File: src/hdl/sci_pkg.sv
// Shared constants, types and register codes of the segment-capsule intersect block.
package sci_pkg;

    localparam int FRAC_BITS_DEF = 16;
    localparam int ADDR_W        = 5;
    localparam int COORD_W       = 32;
    localparam int RAD_W         = 31;
    localparam int VEC_W         = COORD_W + 1;
    localparam int DOT_W         = 2 * VEC_W + 2;
    localparam int WIDE_W        = 140;
    localparam int DIR_W         = 35;
    localparam int LEN_W         = 2 * DIR_W + 2;
    localparam int MUL_LW        = 32;
    localparam int MUL_LAT       = 3;

    typedef enum logic [2:0] {
        REG_SX,
        REG_SY,
        REG_SZ,
        REG_EX,
        REG_EY,
        REG_EZ,
        REG_RAD
    } t_reg;

    typedef struct packed {
        logic [COORD_W-1:0] sx;
        logic [COORD_W-1:0] sy;
        logic [COORD_W-1:0] sz;
        logic [COORD_W-1:0] ex;
        logic [COORD_W-1:0] ey;
        logic [COORD_W-1:0] ez;
        logic [RAD_W-1:0]   rad;
    } t_cfg;

endpackage

File: src/hdl/sci_mul.sv
// Pipelined signed multiplier built from 33x33 limb products, three register stages.
module sci_mul #(
    parameter int WA = 32,
    parameter int WB = 32
) (
    input  logic                   i_clk,
    input  logic                   i_en,
    input  logic signed [WA-1:0]   i_a,
    input  logic signed [WB-1:0]   i_b,
    output logic signed [WA+WB-1:0] o_p
);
    import sci_pkg::*;

    localparam int NA  = (WA + MUL_LW - 1) / MUL_LW;
    localparam int NB  = (WB + MUL_LW - 1) / MUL_LW;
    localparam int WP  = WA + WB;
    localparam int PPW = 2 * MUL_LW + 2;

    logic signed [NA*MUL_LW-1:0] a_ext;
    logic signed [NB*MUL_LW-1:0] b_ext;
    logic signed [MUL_LW:0]      a_limb [NA];
    logic signed [MUL_LW:0]      b_limb [NB];
    logic signed [PPW-1:0]       r_pp [NA][NB];
    logic signed [WP-1:0]        n_s0, n_s1, r_s0, r_s1, r_p;

    assign a_ext = (NA*MUL_LW)'(i_a);
    assign b_ext = (NB*MUL_LW)'(i_b);

    // top limb carries the sign, lower limbs are unsigned
    for (genvar gi = 0; gi < NA; gi++) begin : g_alimb
        if (gi == NA - 1) begin : g_top
            assign a_limb[gi] = $signed({a_ext[gi*MUL_LW+MUL_LW-1], a_ext[gi*MUL_LW +: MUL_LW]});
        end else begin : g_low
            assign a_limb[gi] = $signed({1'b0, a_ext[gi*MUL_LW +: MUL_LW]});
        end
    end
    for (genvar gj = 0; gj < NB; gj++) begin : g_blimb
        if (gj == NB - 1) begin : g_top
            assign b_limb[gj] = $signed({b_ext[gj*MUL_LW+MUL_LW-1], b_ext[gj*MUL_LW +: MUL_LW]});
        end else begin : g_low
            assign b_limb[gj] = $signed({1'b0, b_ext[gj*MUL_LW +: MUL_LW]});
        end
    end

    always_comb begin
        n_s0 = '0;
        n_s1 = '0;
        for (int i = 0; i < NA; i++) begin
            for (int j = 0; j < NB; j++) begin
                if (((i + j) % 2) == 0) begin
                    n_s0 = n_s0 + (WP'(r_pp[i][j]) <<< ((i + j) * MUL_LW));
                end else begin
                    n_s1 = n_s1 + (WP'(r_pp[i][j]) <<< ((i + j) * MUL_LW));
                end
            end
        end
    end

    always_ff @(posedge i_clk) begin
        if (i_en) begin
            for (int i = 0; i < NA; i++) begin
                for (int j = 0; j < NB; j++) begin
                    r_pp[i][j] <= a_limb[i] * b_limb[j];
                end
            end
            r_s0 <= n_s0;
            r_s1 <= n_s1;
            r_p  <= r_s0 + r_s1;
        end
    end

    assign o_p = r_p;
endmodule

File: config.mk
export PLATFORM = sky130hd
export DESIGN_NAME = sci_mul
export DESIGN_NICKNAME = d
export VERILOG_FILES = /design/src/hdl/sci_pkg.sv /design/src/hdl/sci_mul.sv
export SDC_FILE = /design/constraint.sdc
export NUM_CORES = 2
export LEC_CHECK = 0
export BUFFER_PORTS_ARGS = -buffer_cell sky130_fd_sc_hd__buf_2
export CELL_PAD_IN_SITES_DETAIL_PLACEMENT = 0
export CELL_PAD_IN_SITES_GLOBAL_PLACEMENT = 1
export CORE_MARGIN = 3
export CORE_UTILIZATION = 53
export CTS_CLUSTER_DIAMETER = 80
export CTS_CLUSTER_SIZE = 25
export DETAILED_ROUTE_END_ITERATION = 7
export PLACE_DENSITY = 0.91
export SYNTH_ARGS = -nofsm -noshare
export SYNTH_HDL_FRONTEND = slang
export SYNTH_SLANG_ARGS = --single-unit
File: constraint.sdc
create_clock -name i_clk -period 12.8 [get_ports i_clk]
set_input_delay 2.56 -clock i_clk [delete_from_list [all_inputs] [get_ports i_clk]]
set_output_delay 2.56 -clock i_clk [all_outputs]
set_load 0.02 [all_outputs]
-- After elaboration in Yosys (flattened, before gate mapping)
Memory sizes are Yosys's and may differ from the RTL's. A register that Yosys moved wholly into a read port is not among the register bits.
Cells that the tools add are included.
- register bits: 64
- bits in writable memories: 66
- input bits: 66
- memories: 1
- $mul: 1
- mux-type cells: 2
- memories (name ; words ; width ; rd ports ; clocked after memory_dff ; wr ports ; RTL line ; RTL):
    r_pp ; 1 ; 66 ; 1 ; 1 ; 1 ; sci_mul.sv:23 ; logic signed [PPW-1:0] r_pp [NA][NB];
- operator list (kind ; count):
    $mul 32x32->64 ; 1
    $mux 1 ; 2

-- Longest topological paths before layout
- word-level depth: 2
- gate-level depth with buffers: 29
- mapped depth without buffers: 27

-- Worst setup path after synthesis
OpenSTA, ideal clock, no wires.
- path type: input to register
- start: input i_a[31]
- end: memory r_pp[0][61] (netlist name) (data pin)
- library setup time: 0.263 ns
- data arrival time: 9.574 ns
- required time: 12.537 ns
- path slack: 2.963 ns
- stages on the path: 29
- cell sequence: clkbuf_1 -> nand2_1 -> inv_1 -> fa_1 -> inv_1 -> fa_1 -> inv_1 -> fa_1 -> fa_1 -> inv_1 -> fa_1 -> inv_1 -> fa_1 -> inv_1 -> fa_1 -> inv_1 -> fa_1 -> ha_1 -> clkbuf_1 -> a21oi_1 -> nor2b_1 -> o21ai_0 -> nand2b_1 -> a21o_1 -> a21o_1 -> a21oi_1 -> nor2b_1 -> a311oi_1 -> xnor2_1
- word-level cells in the longest chain between the ends: 1
- RTL lines (what ; RTL line ; RTL):
    from (decl) ; sci_mul.sv:8 ; input logic signed [WA-1:0] i_a,
    $mul 32x32->64 ; sci_mul.sv:63 ; r_pp[i][j] <= a_limb[i] * b_limb[j];
    to (decl) ; sci_mul.sv:23 ;
Every way passes these cells.

-- Worst setup path after layout
Ends and elaborated chain as after synthesis.

==> metrics <==
Max-Cap Viols 0; die footprint 0.0825 sq mm; share of layout cells above drive strength 1 0.0507; Clk pin slew, worst setup/hold paths 0.09 ns; FF-to-FF path depth 0; Post-synth EDFFs 192; Relative slew margins 0.243; dpl hpwl 81.8 mm; Routed WL 104 mm; Top Family by Delay on Critical Path adder cells; CP endpoint kind flop; WP data required 13.05 ns; Critical Path Fanout Max 32; dominant synthesized flop cell edfxtp_1; area post-placement 0.0432 sq mm; num rows 102; vias post-DR 27700; initial cell density of the core 0.538; Max Slew Vio Count 0; Worst path slowest cell fa_1; largest net degree at the start of global routing 78; worst r2r src r_pp[0][45]; Net Count, Synth 5388; GRT Util Overall 0.269; routed length per instance 20.5 um; CTS tree built; status finished, final reports clean; Peak Freq 90.4 MHz; synthesized area 0.0419 sq mm; PostCTS Resize Cnt 0; first-pass GRT wire length 169 mm; setup TNS 0 ns; DRC 0; Worst Path Arrival 11.32 ns; syn_area_per_cell 10.3 sq um; initial DRC count 1772; Post-Layout Inst Area 0.0439 sq mm; Pre-antenna DRT Iters 7; Synth Register Bits 192; CP Depth 22; Worst-Skew Late Latency 0.50 ns; hold depth 0; CTS buffer count 17; Critical Path Max Stage Delay 0.98 ns; sequential cell area 0.00577 sq mm; Multi-input gate area 0.0318 sq mm; crit path cell chain buf_2, nand2_1, inv_1, fa_1, fa_1, fa_1, fa_1, fa_1, fa_1, fa_1, fa_1, ha_1, a21o_1, a31oi_1, o221a_2, o21ai_0, a211oi_1, a21boi_1, o21ai_0, nand3_1, a311oi_1, xnor2_1; fill count 6658; I/O pin count 130; Die W 287 um; Yosys warnings 0; Max clock buf depth 2; fin crit share 0.864; sequential share of the synthesized area 0.138; core footprint 0.0778 sq mm; Async SR Flop Fraction 0; post-layout min period 11.07 ns; worst min-delay path category flop to flop; final hold vios 0; postcts setup bufs 0; clk root buf clkbuf_16; # clock sinks 192; Crit Path Class primary input to flop; HP Start r_pp[0][58]; Synth-to-Final Area Change 4.66%; Critical Path Start Type primary input; Top cell by count, worst path fa_1; final setup fails 0; Layout Skew 0.0153 ns; Yosys cell types 59; Die Y 287 um; post-route ant nets 0; unrepaired setup endpoints after global routing false; Mapped Cells 4056; Critical path origin i_a[31]; GP Congestion 0.899; vias per inst 5.46; Slew @ Worst Pin 1.13 ns; Hold WS 0.407 ns; initial antenna violation count 6; worst path buffer plus inverter count 2; H-tree Lvls 4; vias in the first global route 31100; Nets 5346; PortBufs 129; hold buffer count at cts 0; Congestion Overflow GR 0
[cell usage after synthesis, types with 3 or more instances]
cell	number	area share
nand4_1	12	0.0018
o21ai_1	4	0.00048
edfxtp_1	192	0.14
nand2b_1	13	0.0019
nor2b_1	11	0.0016
a21oi_2	3	0.00063
clkbuf_1	208	0.019
o21bai_1	11	0.0020
o21a_1	8	0.0014
and3_1	6	0.00090
ha_1	184	0.055
buf_2	3	0.00036
nor3_1	8	0.00096
a31oi_1	7	0.0010
inv_1	946	0.085
a21o_1	29	0.0052
xnor2_1	55	0.011
nand2_1	521	0.047
o221ai_1	3	0.00063
xor2_1	17	0.0036
nor2_1	55	0.0049
o211ai_1	4	0.00072
o21ai_0	30	0.0036
a21oi_1	61	0.0073
a211oi_1	12	0.0021
and2_1	513	0.077
or3_1	4	0.00060
nand3_1	16	0.0019
fa_1	1082	0.52
[state kept, by name, summed over array words and instances, names as in the netlist]
signal and flops:
o_p 64, r_s0 64, r_pp 64
[path summary, 6_finish.rpt]
check | to | slack (ns)
setup / recovery | r_pp[0][61] | 1.73
hold / removal | r_s0[58] | 0.41
setup reg to reg | r_s0[45] | 12.12
hold reg to reg | r_s0[58] | 0.41
[per-layer routing]
layer | track usage | part of all wire | vias to the layer above
met3 | 0.0523 | 0.071 | 299
met4 | 0.136 | 0.057 | 6
met2 | 0.456 | 0.50 | 1093
li1 | - | - | 11700
met5 | 0 | 0.00040 | -
met1 | 0.330 | 0.37 | 14600
[per-stage QoR]
step                cells  worst slack, ns   util
finish               5069             1.73  0.564
global route         5067             1.27  0.564
CTS                  5067             1.75  0.564
detailed placement   5035             1.23  0.555
global placement     5035             1.39  0.555
floorplan            4056             2.96      -
[kinds of logic (layout without fill, tap and decap cells)]
group | count (synthesis) | after routing | share of synthesized area
adders and majority gates | 1266 | 1266 | 0.572
and+or+nand+nor | 1165 | 1165 | 0.139
buffers and inverters | 1160 | 1131 | 0.104
AOI/OAI and AO/OA | 201 | 201 | 0.0327
DFF | 192 | 192 | 0.138
xor gates and xnor gates | 72 | 72 | 0.0150
other | 0 | 2 | 0
[placed cells by master, fill, tap and decap left out, types with 4 or more instances in the layout]
cell       synthesis  layout
or3_1              4       4
o211ai_1           4       4
buf_2              3     128
edfxtp_1         192     192
a31oi_1            7       7
nand2_1          521     521
and2_1           513     513
fa_1            1082    1082
clkinv_8           0       7
nor3_1             8       8
nand4_1           12      12
o21ai_1            4       4
nor2b_1           11      11
xor2_1            17      17
ha_1             184     184
a211oi_1          12      12
nor2_1            55      55
a21oi_1           61      61
o21ai_0           30      30
and3_1             6       6
o21bai_1          11      11
buf_4              0      24
inv_1            946     946
clkbuf_16          0      17
xnor2_1           55      55
nand2b_1          13      13
nand3_1           16      16
o21a_1             8       8
a21o_1            29      29
[layout make-up]
type | count | area share
Multi-Input combinational cell | 2704 | 0.725
Sequential cell | 192 | 0.131
Inverter | 946 | 0.0809
Tap cell | 1040 | 0.0297
Timing Repair Buffer | 153 | 0.0190
Clock buffer | 17 | 0.00970
Clock inverter | 15 | 0.00456
Antenna cell | 2 | 0.000114
Power is not shown: default switching activity piles up to over one toggle a cycle in this logic, so the estimate is an artifact.
