<file path="src/hdl/sci_pkg.sv">
// Shared constants, types and register codes of the segment-capsule intersect block.
package sci_pkg;

    localparam int FRAC_BITS_DEF = 16;
    localparam int ADDR_W        = 5;
    localparam int COORD_W       = 32;
    localparam int RAD_W         = 31;
    localparam int VEC_W         = COORD_W + 1;
    localparam int DOT_W         = 2 * VEC_W + 2;
    localparam int WIDE_W        = 140;
    localparam int DIR_W         = 35;
    localparam int LEN_W         = 2 * DIR_W + 2;
    localparam int MUL_LW        = 32;
    localparam int MUL_LAT       = 3;

    typedef enum logic [2:0] {
        REG_SX,
        REG_SY,
        REG_SZ,
        REG_EX,
        REG_EY,
        REG_EZ,
        REG_RAD
    } t_reg;

    typedef struct packed {
        logic [COORD_W-1:0] sx;
        logic [COORD_W-1:0] sy;
        logic [COORD_W-1:0] sz;
        logic [COORD_W-1:0] ex;
        logic [COORD_W-1:0] ey;
        logic [COORD_W-1:0] ez;
        logic [RAD_W-1:0]   rad;
    } t_cfg;

endpackage

</file>
<file path="src/hdl/sci_regs.sv">
// APB register file holding the capsule axis and radius.
module sci_regs (
    input  logic                        i_clk,
    input  logic                        i_rst_n,
    input  logic                        psel,
    input  logic                        penable,
    input  logic                        pwrite,
    input  logic [sci_pkg::ADDR_W-1:0]  paddr,
    input  logic [31:0]                 pwdata,
    output logic [31:0]                 prdata,
    output logic                        pready,
    output sci_pkg::t_cfg               o_cfg
);
    import sci_pkg::*;

    t_cfg r_cfg, n_cfg;
    logic wr;

    assign pready = 1'b1;
    assign wr     = psel && penable && pwrite && pready;

    always_comb begin
        n_cfg = r_cfg;
        if (wr) begin
            case (paddr[ADDR_W-1:2])
                REG_SX:  n_cfg.sx  = pwdata;
                REG_SY:  n_cfg.sy  = pwdata;
                REG_SZ:  n_cfg.sz  = pwdata;
                REG_EX:  n_cfg.ex  = pwdata;
                REG_EY:  n_cfg.ey  = pwdata;
                REG_EZ:  n_cfg.ez  = pwdata;
                REG_RAD: n_cfg.rad = pwdata[RAD_W-1:0];
                default: n_cfg = r_cfg;
            endcase
        end
    end

    always_ff @(posedge i_clk) begin
        if (!i_rst_n) begin
            r_cfg <= '0;
        end else begin
            r_cfg <= n_cfg;
        end
    end

    always_comb begin
        case (paddr[ADDR_W-1:2])
            REG_SX:  prdata = r_cfg.sx;
            REG_SY:  prdata = r_cfg.sy;
            REG_SZ:  prdata = r_cfg.sz;
            REG_EX:  prdata = r_cfg.ex;
            REG_EY:  prdata = r_cfg.ey;
            REG_EZ:  prdata = r_cfg.ez;
            REG_RAD: prdata = {1'b0, r_cfg.rad};
            default: prdata = '0;
        endcase
    end

    assign o_cfg = r_cfg;
endmodule

</file>
<file path="config.mk">
export PLATFORM = sky130hd
export DESIGN_NAME = sci_regs
export DESIGN_NICKNAME = d
export VERILOG_FILES = /design/src/hdl/sci_pkg.sv /design/src/hdl/sci_regs.sv
export SDC_FILE = /design/constraint.sdc
export NUM_CORES = 1
export LEC_CHECK = 0
export ABC_AREA = 1
export BUFFER_PORTS_ARGS = -buffer_cell sky130_fd_sc_hd__buf_2
export CORE_UTILIZATION = 25
export DETAILED_ROUTE_END_ITERATION = 16
export SLEW_MARGIN = 10
export SYNTH_ARGS = -nofsm -noshare
export SYNTH_HDL_FRONTEND = slang
export SYNTH_SLANG_ARGS = --single-unit
</file>
<file path="constraint.sdc">
create_clock -name i_clk -period 1.1 [get_ports i_clk]
set_input_delay 0.165 -clock i_clk [delete_from_list [all_inputs] [get_ports i_clk]]
set_output_delay 0.165 -clock i_clk [all_outputs]
set_load 0.05 [all_outputs]
</file>
* Word-level counts from Yosys, hierarchy flattened
Cells that the tools add are included.
Word-level totals: flip-flop bits (word level) 223, input port bits 42, output and inout port bits 256, logic and storage cells 24
Operators by class: equal/unequal tests 6, mux-type cells 1, reductions and logical operators 10
Operators by type and width (count):
- $pmux 32 s7 | 1
- $reduce_and 2->1 | 7
- $eq 3x3->1 const B | 3
- $eq 3x2->1 const B | 2
- $eq 3x1->1 const B | 1
- $logic_not 3->1 | 1
- $logic_and 1x1->1 | 2

* Logic depth before layout (Yosys ltp)
Gate-level depths: netlist of the first run.
word-level depth 3, gate-level depth with buffers 8, mapped depth without buffers 7

* Worst setup path after synthesis of the first run
No wires, ideal clock.
path type input to output, start input paddr[3] (netlist bit), end output prdata[0], arrival 1354 ps, data required time 935 ps, setup slack -419 ps, stages on the path 8, buffers on the path 3, cells stage by stage buf_2 nor2_1 buf_2 buf_2 nand3_1 nand2_1 nor2_1 nand2_1
On the way: word-level cells in the longest chain between the ends 2, elaborated cells between the ends (all ways) 8, those cells by class 6 x eq/ne; 1 x mux; 1 x reduce/logical
Ends and longest elaborated chain:
- from (decl) | line sci_regs.sv:8 | input logic [sci_pkg::ADDR_W-1:0] paddr,
- $eq 3x3->1 (tied with other cells) | line sci_regs.sv:47 | case (paddr[ADDR_W-1:2])
- $pmux 32 s7 * | line sci_regs.sv:47
- to (decl) | line sci_regs.sv:10 | output logic [31:0] prdata,
Every way passes the cells marked *; elsewhere a longest branch is shown, timed or not.

* Worst setup path in the final report of the first run
start register r_cfg, in the netlist o_cfg[153], end output prdata[26]
On the way: word-level cells in the longest chain between the ends 1
Ends and longest elaborated chain:
- from (decl) | line sci_regs.sv:16 | t_cfg r_cfg, n_cfg;
- from (signal assigned) | line sci_regs.sv:42 | r_cfg <= n_cfg;
- $pmux 32 s7 | line sci_regs.sv:47
No other way between the ends.

==> metrics list, run 1 <==
- The floorplan has 76 rows.
- In this run the static leakage power is around 8.6 nW.
- The Yosys step of the flow raised 0 warnings.
- Cell area after synthesis: 10900 um^2
- CTS tree: yes
- After synthesis, the share of flip-flops with an asynchronous set or reset is 0%.
* Antenna violations before repair: 2
- By count the netlist is led by sky130_fd_sc_hd__nor2_1, sky130_fd_sc_hd__nand2_1, sky130_fd_sc_hd__dfxtp_1, sky130_fd_sc_hd__nand3_1, sky130_fd_sc_hd__nand4_1.
- Sequential elements use 40.9% of the synthesized area.
- The routed design could run at a clock period as short as 1680 ps.
- After floorplanning, the core was sized to cover about 43000 um^2.
* Most common flop cell mapped by yosys: sky130_fd_sc_hd__dfxtp_1
- Maximum clock frequency: roughly 0.60 GHz
- 298 I/O pins were placed.
- Of all nets on the critical path, the largest fanout is 2.
- After layout, the worst path uses 152% of the clock period.
- The worst setup path is captured at a primary output.
- The pre-antenna-repair detailed-routing pass consisted of 5 iterations.
* IO buf count: 294
- The tree built by TritonCTS fans out to between 200 and 250 sinks.
- WP data arrival: 1510 ps
- Vias: 13050
- The finished cells cover between 15000 and 20000 um^2.
- Synth unique cells: 16
- The count of nets left with antenna violations once routing finished came out at 0.
* Fin Hold WS: roughly 64 ps
* Grt ovf: 0
* Violations in the final reports: setup timing
* Areal power density over the cells: 986 nW/um^2
* Hold depth: 5
* Routed wire per std cell: roughly 18 um
* Number of nets in the synthesized netlist: 1800
* Detailed router's first-iteration violation count: 1124
- Summed over all layers, the routed wires come to 49200 um.
- Number of flip-flops under the largest register name: between 200 and 250
- For the final database, setup skew stands at 0 ps.
- Counting every instance in the synthesized netlist gives ~1800.
- The synthesized netlist devotes 0% of its cell area to XOR and XNOR gates.
* Type of element launching the critical path: flop
- The synthesized netlist devotes 0% of its cell area to adder and majority cells.
* Run status: complete, but fails checks
- Root buf cell: sky130_fd_sc_hd__clkbuf_16
* Number of global-route vias before repair: 11834
- In the post-synthesis netlist, the biggest area contributors are sky130_fd_sc_hd__dfxtp_1, sky130_fd_sc_hd__nor2_1, sky130_fd_sc_hd__nand2_1, sky130_fd_sc_hd__nand3_1, sky130_fd_sc_hd__nand4_1.
- The number of cells on the worst reg-to-reg path is 5.
- Simple-gate share of the synthesized area: 50.7%
- Entering global routing, the biggest net connects 46 pins.
- Yosys mapped a number of flops with a built-in enable equal to 0.
- Finish-stage setup viols: roughly 260
- Multiplexer cells account for 0% of the synthesized area.
* Kind of critical path: reg -> out
* Ratio of cells with drive above 1 in the final layout: 43.3%
- The first global-routing pass estimated about 73000 um of wire.
- The congestion estimate from routability-driven global placement came to around 0.93.
- Across the VDD grid, the largest voltage drop is 0.923 mV.
* Total number of H-tree levels: 1
* Count of max-cap constraint violations: 0
- The clock passes through at most 3 buffers.
* Number of hold violations in the final report: 0
- Setup repair after global routing could not meet its margin everywhere.
- Area fraction in compound gates after synthesis: 0%
* HP Class: in -> reg
- Detailed placement ended at an HPWL of 35500 um.
* Min setup slack post-route: -576 ps
- After the last flow step, the layout net total stands at 2211.
- Die ar.: 44500 um^2
* Vertical die dimension: between 200 and 250 um
- Measured along the x axis, the die boundary spans about 210 um.
* Combinational family with the most area after synthesis: simple AND/OR/NAND/NOR gates
- Library cell occupying the most area in the post-synthesis netlist: sky130_fd_sc_hd__dfxtp_1
* Number of fill cells: 4055
* Critical path required time: 940 ps
- Standard cell area after detailed placement: 14700 um^2
- Pins Over Slew Limit: 0
* Number of buffers inserted during clock tree synthesis: 26
- Most frequently used cell type in the post-synthesis netlist: sky130_fd_sc_hd__nor2_1
- DRC violation count after routing: 0
- Effective utilization at floorplan: 25.3%
* Portion of synthesized cell area occupied by the leading cell type: 40.9%
- Averaged over all synthesized cells, the footprint is 6.20 um^2.
- Compared with the post-synthesis result, the final layout area differs by 81.8%.
* Clock transition at the register clock pins on the worst setup and hold paths after CTS: 60 ps
- Clock insertion delay at the later pin of the skew report: 540 ps
- The synthesized design contains between 200 and 250 register bits.
* Post-DR vias/cell: 4.71
- Total global routing track utilization: 21.3%
==> repair_timing <==
item	4_1_cts	5_1_grt
pin swaps	61	87
hold endpoints to repair	15	0
hold buffers	1	0
setup endpoints to repair	255	257
gates resized for setup	942	216
buffers inserted	20	78
==> worst paths after layout <==
path,startpoint,endpoint,slack [ps]
worst min-delay path,pwdata[31],o_cfg[126]$_SDFFE_PN0P_,60
worst max-delay path,o_cfg[153]$_SDFFE_PN0P_,prdata[26],-580
worst min register to register,o_cfg[182]$_SDFFE_PN0P_,o_cfg[182]$_SDFFE_PN0P_,510
worst max register to register,o_cfg[26]$_SDFFE_PN0P_,o_cfg[26]$_SDFFE_PN0P_,200
==> cells by family (layout without fill, tap and decap cells) <==
| group | Yosys count | in the layout |
|---|---|---|
| other | 1 | 2 |
| AND/OR/NAND/NOR | 1331 | 1331 |
| flip-flops | 223 | 223 |
| buffers and inverters | 203 | 630 |
==> power by group <==
part / switching [mW] / leakage [nW] / internal [mW]
Sequential: 0.112 / 1.94 / 8.02
Clock: 3.57 / 0.417 / 5.07
Combinational: 1.73 / 6.29 / 1.05
==> metrics by stage <==
| step | utilization, % | std cells | TNS, ps | total power, mW | worst slack [ps] |
|---|---|---|---|---|---|
| floorplan | - | 1758 | -2770 | 9.91 | -87.0 |
| global route | 46.0 | 2770 | -59330 | 20.3 | -621 |
| finish | 46.0 | 2771 | -51320 | 19.5 | -576 |
| CTS | 43.7 | 2724 | -54840 | 19.8 | -577 |
| detailed placement | 34.1 | 2666 | -87110 | 10.8 | -494 |
| global placement | 34.1 | 2666 | -80930 | 10.8 | -490 |
==> area by class of cell <==
| class | count | area, um^2 | area share, % |
|---|---|---|---|
| timing repair buffer | 518 | 6970 | 35.1 |
| multi-input combinational | 1332 | 6090 | 30.7 |
| sequential | 223 | 4950 | 25.0 |
| clock buffer | 36 | 769 | 3.88 |
| tap | 585 | 732 | 3.69 |
| inverter | 68 | 258 | 1.30 |
| clock inverter | 8 | 67.6 | 0.341 |
| antenna | 1 | 2.50 | 0.0126 |
==> cells in the final DEF, fill, tap and decap left out <==
cell                            synthesis  routed
sky130_fd_sc_hd__buf_12                 0     110
sky130_fd_sc_hd__buf_2                 76      37
sky130_fd_sc_hd__buf_4                 13      70
sky130_fd_sc_hd__buf_6                  0     123
sky130_fd_sc_hd__buf_8                  0     177
sky130_fd_sc_hd__bufinv_16              0       1
sky130_fd_sc_hd__clkbuf_1              24       3
sky130_fd_sc_hd__clkbuf_16              0      27
sky130_fd_sc_hd__clkbuf_8               0       6
sky130_fd_sc_hd__clkinv_2               0       6
sky130_fd_sc_hd__clkinvlp_4             0       1
sky130_fd_sc_hd__conb_1                 1       1
sky130_fd_sc_hd__dfxtp_2                0     141
sky130_fd_sc_hd__dfxtp_4                0      82
sky130_fd_sc_hd__diode_2                0       1
sky130_fd_sc_hd__dlygate4sd3_1          0       1
sky130_fd_sc_hd__inv_1                 64      64
sky130_fd_sc_hd__inv_2                  4       3
sky130_fd_sc_hd__inv_4                  0       1
sky130_fd_sc_hd__nand2_1              485     409
sky130_fd_sc_hd__nand2_2                0      74
sky130_fd_sc_hd__nand2_4                0       2
sky130_fd_sc_hd__nand3_1              196     178
sky130_fd_sc_hd__nand3_2                1      19
sky130_fd_sc_hd__nand3_4                1       1
sky130_fd_sc_hd__nand4_1               95      95
sky130_fd_sc_hd__nor2_1               543     488
sky130_fd_sc_hd__nor2_2                 8      39
sky130_fd_sc_hd__nor2_4                 2      26
==> routing by layer <==
layer	vias up	GRT usage (%)	wire length, um
li1	6348	-	-
met1	6091	30.0	22100
met2	528	31.3	21000
met3	81	5.65	4490
met4	2	6.67	1560
met5	-	0	12
==> worst max-delay path: stages (launching register included) <==
cell and delay (ps):
sky130_fd_sc_hd__dfxtp_2 320, sky130_fd_sc_hd__nand4_1 90, sky130_fd_sc_hd__nand2_1 70, sky130_fd_sc_hd__nor2_2 150, sky130_fd_sc_hd__buf_6 130, sky130_fd_sc_hd__nand2_2 60, sky130_fd_sc_hd__buf_6 150
(Power assumes the default switching activity.)
==> run 2, diff against run 1 <==
- CORE_ASPECT_RATIO: not set -> 2
==> metrics list, run 2 (synthesis results as in run 1) <==
* Run status: complete, but fails checks
- The final reports fail on setup timing.
- For this block, the initial DRC count from the detailed router was slightly above 700.
- TritonCTS built the clock tree.
- The die covers 44500 um^2.
* HP Class: in -> reg
- Final RePlAce weighted congestion: roughly 0.93
- For the final database, setup skew stands at 0 ps.
- Pins Over Slew Limit: 0
- Measured along the y axis, the die boundary spans between 200 and 300 um.
- Grt ovf: 0
- Kind of critical path: reg -> out
- Data arrives at the worst endpoint at 1560 ps.
* Number of hold violations in the final report: 0
- Unrepaired setup endpoints after global routing: true
- Number of global-route vias before repair: between 10000 and 15000
- Clock transition at the register clock pins on the worst setup and hold paths after CTS: 60 ps
- In the routed layout, each cell is associated on average with a via count of 4.90.
* Chip width: 150 um
- Ratio of cells with drive above 1 in the final layout: 44.8%
- For the worst-skew pair, the clock arrives at the later sink with an insertion delay of 530 ps.
- Count of max-cap constraint violations: 0
- Sequential cell area: 4890 um^2
- The worst path uses 156% of the clock period.
- Once the floorplan was initialized, standard cells occupied 25.5% of the core.
* Post-Layout Inst Area: roughly 21000 um^2
- Derived from the worst setup path, the maximum achievable clock frequency is approximately 0.58 GHz.
- Most frequent standard cell in the layout excluding fill and tap cells: sky130_fd_sc_hd__nor2_1
- Routed wire per std cell: 21.2 um
- Number of flip-flops under the largest register name: 223
- For this design the ratio of total power to cell area is approximately 980 nW/um^2.
* Number of buffers inserted during clock tree synthesis: 25
- Min setup slack post-route: -620 ps
* Category of the worst setup path capture point: primary output
* Ports: 298
- The final layout contains 2269 nets.
* Root buf cell: sky130_fd_sc_hd__clkbuf_16
- Number of fill cells: approximately 4000
- Summing all placed instances gives a cell area of 15400 um^2.
- Once detail routing completed, the nets flagged for antenna violations numbered 0.
- Commonest cells after routing, fill and taps aside: sky130_fd_sc_hd__nor2_1, sky130_fd_sc_hd__nand2_1, sky130_fd_sc_hd__nand3_1, sky130_fd_sc_hd__dfxtp_2, sky130_fd_sc_hd__buf_8
- The total area inside the core boundary comes to between 40000 and 50000 um^2.
* Antenna diodes: 0
- STA classifies the critical path startpoint as a flop.
* # rows: 107
* Final critical-path required period: about 1700 ps
- Maximum buffer depth of the clock tree: 3
- At the worst endpoint, the required time is 940 ps.
- Leakage power of the design: around 9 nW
- Relative to the synthesized area, the layout overhead comes to 89.4%.
- Area of the multi-input gates: between 6000 and 7000 um^2
* Design Power: a little over 20 mW
- Setup violations remaining at the end of the flow were counted as 255.
- Once detailed placement completed, the half-perimeter wirelength came to around 43000 um.
- IO buf count: between 200 and 300
- The first detailed-routing pass took 5 iterations.
- Maximum number of pins on one net before global-route repair: 51
- Total global routing track utilization: between 20 and 30%
- In the routed design, unresolved DRC markers number 0.
- Total number of H-tree levels: 1
- First-pass GRT wire length: roughly 85000 um
* Peak supply drop: 1.41 mV
* Wire length reported by the detailed router: 59200 um
* Antenna violations before repair: 2
- Of all nets on the critical path, the largest fanout is 3.
- Clock tree synthesis found a total of 223 sinks.
- The detailed router placed approximately 14000 vias in this run.
run 2: cell count changes in the layout (fill, tap and decap cells not counted), sizes merged:
cell,before,now
buf,517,572
clkbuf,36,38
clkinv,6,3
clkinvlp,1,4
bufinv,1,3
diode,1,0
run 2: metrics by stage:
step	setup TNS, ps	utilization (%)	cells	worst slack (ps)	hold WS, ps
2_1_floorplan	-2770	-	1758	-87.0	426
3_3_place_gp	-98670	35.9	2695	-775	465
3_5_place_dp	-103210	35.9	2695	-811	474
4_1_cts	-56620	46.4	2739	-628	86.1
5_1_grt	-60890	48.2	2789	-655	110
6_report	-53560	48.2	2789	-620	101
run 2: routing by layer:
metal | vias to the layer above | track usage [%] | wire length [um]
li1 | 6467 | - | -
met1 | 6421 | 23.2 | 18100
met2 | 591 | 50.1 | 32600
met3 | 191 | 3.79 | 3050
met4 | 4 | 20.2 | 5410
met5 | - | 0 | 25
run 2: critical path: stages (launching register included):
cell and delay (ps):
sky130_fd_sc_hd__dfxtp_4 350, sky130_fd_sc_hd__nand3_2 80, sky130_fd_sc_hd__nand2_2 80, sky130_fd_sc_hd__nor2_4 240
sky130_fd_sc_hd__nand2_2 100, sky130_fd_sc_hd__buf_12 150
run 2: worst paths after layout:
| path | from | end | slack, ps | cells after the start |
|---|---|---|---|---|
| worst min-delay path | pwdata[4] | o_cfg[99]$_SDFFE_PN0P_ | 100 | 6 |
| worst min register to register | o_cfg[178]$_SDFFE_PN0P_ | o_cfg[178]$_SDFFE_PN0P_ | 510 | 2 |
| worst max-delay path | o_cfg[220]$_SDFFE_PN0P_ | prdata[29] | -620 | 5 |
| worst max register to register | o_cfg[98]$_SDFFE_PN0P_ | o_cfg[98]$_SDFFE_PN0P_ | 260 | 4 |
run 2: report_power, final:
part           switching, mW  internal [mW]
Sequential             0.107           8.07
Combinational           1.90           1.21
Clock                   3.70           5.17
Total                   5.71           14.4
run 2: what timing repair did:
| action | in CTS | in global routing |
|---|---|---|
| gates cloned | 0 | 3 |
| pin swaps | 95 | 93 |
| gates resized for setup | 1054 | 153 |
| hold buffers | 1 | 0 |
| setup endpoints to repair | 255 | 287 |
| endpoints found under the hold margin | 12 | 0 |
| setup buffers | 27 | 96 |
run 2: layout make-up:
type | instances | share of cell area (%)
tap | 545 | 3.30
multi-input combinational | 1332 | 29.7
clock buffer | 34 | 3.39
sequential | 223 | 23.7
clock inverter | 10 | 0.708
inverter | 68 | 1.25
timing repair buffer | 577 | 38.0
==> run 3, diff against run 2 <==
==> constraint.sdc (replaced) <==
create_clock -name i_clk -period 1.1 [get_ports i_clk]
set_input_delay 0.22 -clock i_clk [delete_from_list [all_inputs] [get_ports i_clk]]
set_output_delay 0.22 -clock i_clk [all_outputs]
set_load 0.05 [all_outputs]
==> metrics list, run 3 (synthesis results as in run 1) <==
- The number of hold buffers added after CTS was 0.
- Kind of critical path: reg -> out
- The flow ran to the end, but the final reports show violations.
* Detailed router's first-iteration violation count: 898
- Per report_power, the combinational group accounts for 16.8% of the total.
* Maximum clock frequency: ~0.57 GHz
- The die covers 44500 um^2.
- Pins Over Slew Limit: 0
- Part of the total power dissipated in the clock network: 41.6%
- Antenna violations before repair: 1
- # rows: between 100 and 150
- The total area inside the core boundary comes to roughly 43000 um^2.
- The number of clock buffers added by TritonCTS is 24.
* Clock insertion delay at the later pin of the skew report: 530 ps
- Global routing used 25.2% of the available tracks across all layers.
* Finish-stage setup viols: between 200 and 300
- The layout has ~3900 filler cells.
- Chip width: 150 um
* Violations in the final reports: setup timing
* Wire length reported by the detailed router: 59900 um
- TritonCTS Sinks: 223
- The number of buffers and inverters on the critical path is 2.
* Vertical die dimension: 297 um
- Estimated wirelength of the detail-placed design: 42100 um
- On the final layout, the worst clock skew is 0 ps.
- Switching portion of total power: about 28%
* CP top delay family: simple AND/OR/NAND/NOR gates
- Critical path required time: slightly below 900 ps
- Most frequent standard cell in the layout excluding fill and tap cells: sky130_fd_sc_hd__nor2_1
* Type of element launching the critical path: flop
* Number of flip-flops under the largest register name: 223
* Final RePlAce weighted congestion: slightly above 0.9
- The worst-case IR drop observed on VDD is between 1 and 1.5 mV.
- Max-cap violations in this run came to 0.
* Cell type of the slowest stage on the worst timing path: sky130_fd_sc_hd__dfxtp_2
- The root buffer cell chosen for the clock tree is sky130_fd_sc_hd__clkbuf_16.
* Leakage power of the design: 9.56 nW
- Total number of H-tree levels: 1
- Post-layout nets: 2336
* First-pass GRT wire length: 83200 um
- Pin placement for this block handled 298 I/O pins.
* Vias: 14042
- For this configuration, the core starts out at a cell density of 25.5%.
- Internal power consumption: 14.2 mW
- Summed over all failing endpoints, the final setup total negative slack is -67820 ps.
* DRT antenna net count: 0
- Peak per-stage delay on the critical path: 330 ps
- In this run the worst path has a maximum fanout of 2.
* Post-Layout Inst Area: between 20000 and 25000 um^2
* Portion of the clock cycle consumed by the worst path in the final layout: 160%
* Net switching power: 5.52 mW
- The area growth from synthesis to layout is 98.6%.
* HP Class: in -> reg
- Entering global routing, the biggest net connects 52 pins.
* Number of hold violations in the final report: 0
* Min setup slack post-route: -657 ps
- Final critical-path required period: 1760 ps
* CTS tree: yes
- For this design the ratio of total power to cell area is 912 nW/um^2.
* Commonest cells after routing, fill and taps aside: sky130_fd_sc_hd__nor2_1, sky130_fd_sc_hd__nand2_1, sky130_fd_sc_hd__buf_6, sky130_fd_sc_hd__dfxtp_2, sky130_fd_sc_hd__buf_12
- In the routed layout, each cell is associated on average with a via count of 4.92.
* Ratio of cells with drive above 1 in the final layout: 45.7%
* Clock transition at the register clock pins on the worst setup and hold paths after CTS: roughly 60 ps
- Unrepaired setup endpoints after global routing: true
* DRT Pass-1 Iters: 5
* CP Cell Sequence: nand4_1 -> nand2_2 -> nor2_4 -> buf_6 -> nand2_4 -> buf_12
* Standard cell area after detailed placement: 15800 um^2
* Worst slack at placement: -627 ps
- Maximum buffer depth of the clock tree: 3
- STA classifies the critical path endpoint as a primary output.
- The count of buffers added on input and output ports is 294.
* Register share of total power: between 40% and 50%
- DRC violation count after routing: 0
- Routed wire per std cell: 21.0 um
- The number of global-route vias before repair is 13347.
- WP data arrival: 1540 ps
- Grt ovf: 0
[run 3: cell types whose count changed in the layout (fill, tap and decap cells not counted), moves of 7 or more]
| cell | previous run | this run |
|---|---|---|
| sky130_fd_sc_hd__nand3_2 | 20 | 13 |
| sky130_fd_sc_hd__nand2_4 | 4 | 12 |
| sky130_fd_sc_hd__nor2_2 | 29 | 17 |
| sky130_fd_sc_hd__buf_6 | 152 | 207 |
| sky130_fd_sc_hd__dfxtp_4 | 59 | 26 |
| sky130_fd_sc_hd__dfxtp_2 | 164 | 197 |
| sky130_fd_sc_hd__nor2_1 | 494 | 504 |
| sky130_fd_sc_hd__buf_8 | 162 | 125 |
| sky130_fd_sc_hd__nand3_1 | 176 | 183 |
| sky130_fd_sc_hd__buf_12 | 141 | 185 |
| sky130_fd_sc_hd__clkbuf_16 | 27 | 36 |
[run 3: stage by stage]
| stage | util [%] | std cells | total power, mW | hold WS, ps |
|---|---|---|---|---|
| 2_1_floorplan | - | 1758 | 9.91 | 481 |
| 3_3_place_gp | 37.0 | 2753 | 11.1 | 487 |
| 3_5_place_dp | 37.0 | 2753 | 11.1 | 497 |
| 4_1_cts | 48.3 | 2796 | 19.7 | 14.2 |
| 5_1_grt | 50.6 | 2855 | 20.4 | 21.2 |
| 6_report | 50.6 | 2855 | 19.8 | 15.8 |
[run 3: worst reg2reg max path, cell delays in order (launching register included)]
cell                      delay [ps]
sky130_fd_sc_hd__dfxtp_2         340
sky130_fd_sc_hd__buf_6           120
sky130_fd_sc_hd__buf_4           120
sky130_fd_sc_hd__nor2_1           90
sky130_fd_sc_hd__nor2_1           60
[run 3: power by group through the flow]
stage,sequential (mW),clock [mW],combinational (mW)
6_report,8.23,8.21,3.31
5_1_grt,8.24,8.68,3.46
4_1_cts,8.26,8.30,3.10
3_5_place_dp,8.44,0,2.70
3_3_place_gp,8.43,0,2.68
2_1_floorplan,8.80,0,1.11
[run 3: what timing repair did]
item	in CTS	in global routing
setup endpoints to repair	255	299
buffers inserted	18	126
gates cloned	0	11
pin swaps	70	90
resized for setup	1223	181
[run 3: worst paths after layout]
| path | startpoint | endpoint | cells after the start | slack, ps |
|---|---|---|---|---|
| hold / removal | i_rst_n | o_cfg[62]$_SDFFE_PN0P_ | 3 | 20 |
| setup reg to reg | o_cfg[47]$_SDFFE_PN0P_ | o_cfg[47]$_SDFFE_PN0P_ | 4 | 260 |
| setup / recovery | o_cfg[136]$_SDFFE_PN0P_ | prdata[9] | 6 | -660 |
| hold reg to reg | o_cfg[103]$_SDFFE_PN0P_ | o_cfg[103]$_SDFFE_PN0P_ | 2 | 510 |
[run 3: area by class of cell]
class / instances / area, um^2 / area share (%)
Antenna cell: 1 / 2.50 / 0.0116
Clock buffer: 39 / 768 / 3.55
Clock inverter: 2 / 10.0 / 0.0462
Inverter: 68 / 269 / 1.24
Multi-Input combinational cell: 1332 / 6130 / 28.3
Sequential cell: 223 / 4810 / 22.2
Tap cell: 545 / 682 / 3.15
Timing Repair Buffer: 645 / 9000 / 41.5
[run 3: routing by layer]
| metal | vias up | GRT usage [%] | wire [um] |
|---|---|---|---|
| met1 | 6667 | 22.5 | 18200 |
| met2 | 603 | 50.0 | 33700 |
| met4 | 0 | 17.9 | 4790 |
| met5 | - | 0 | 0 |
| met3 | 169 | 3.21 | 3220 |
| li1 | 6603 | - | - |
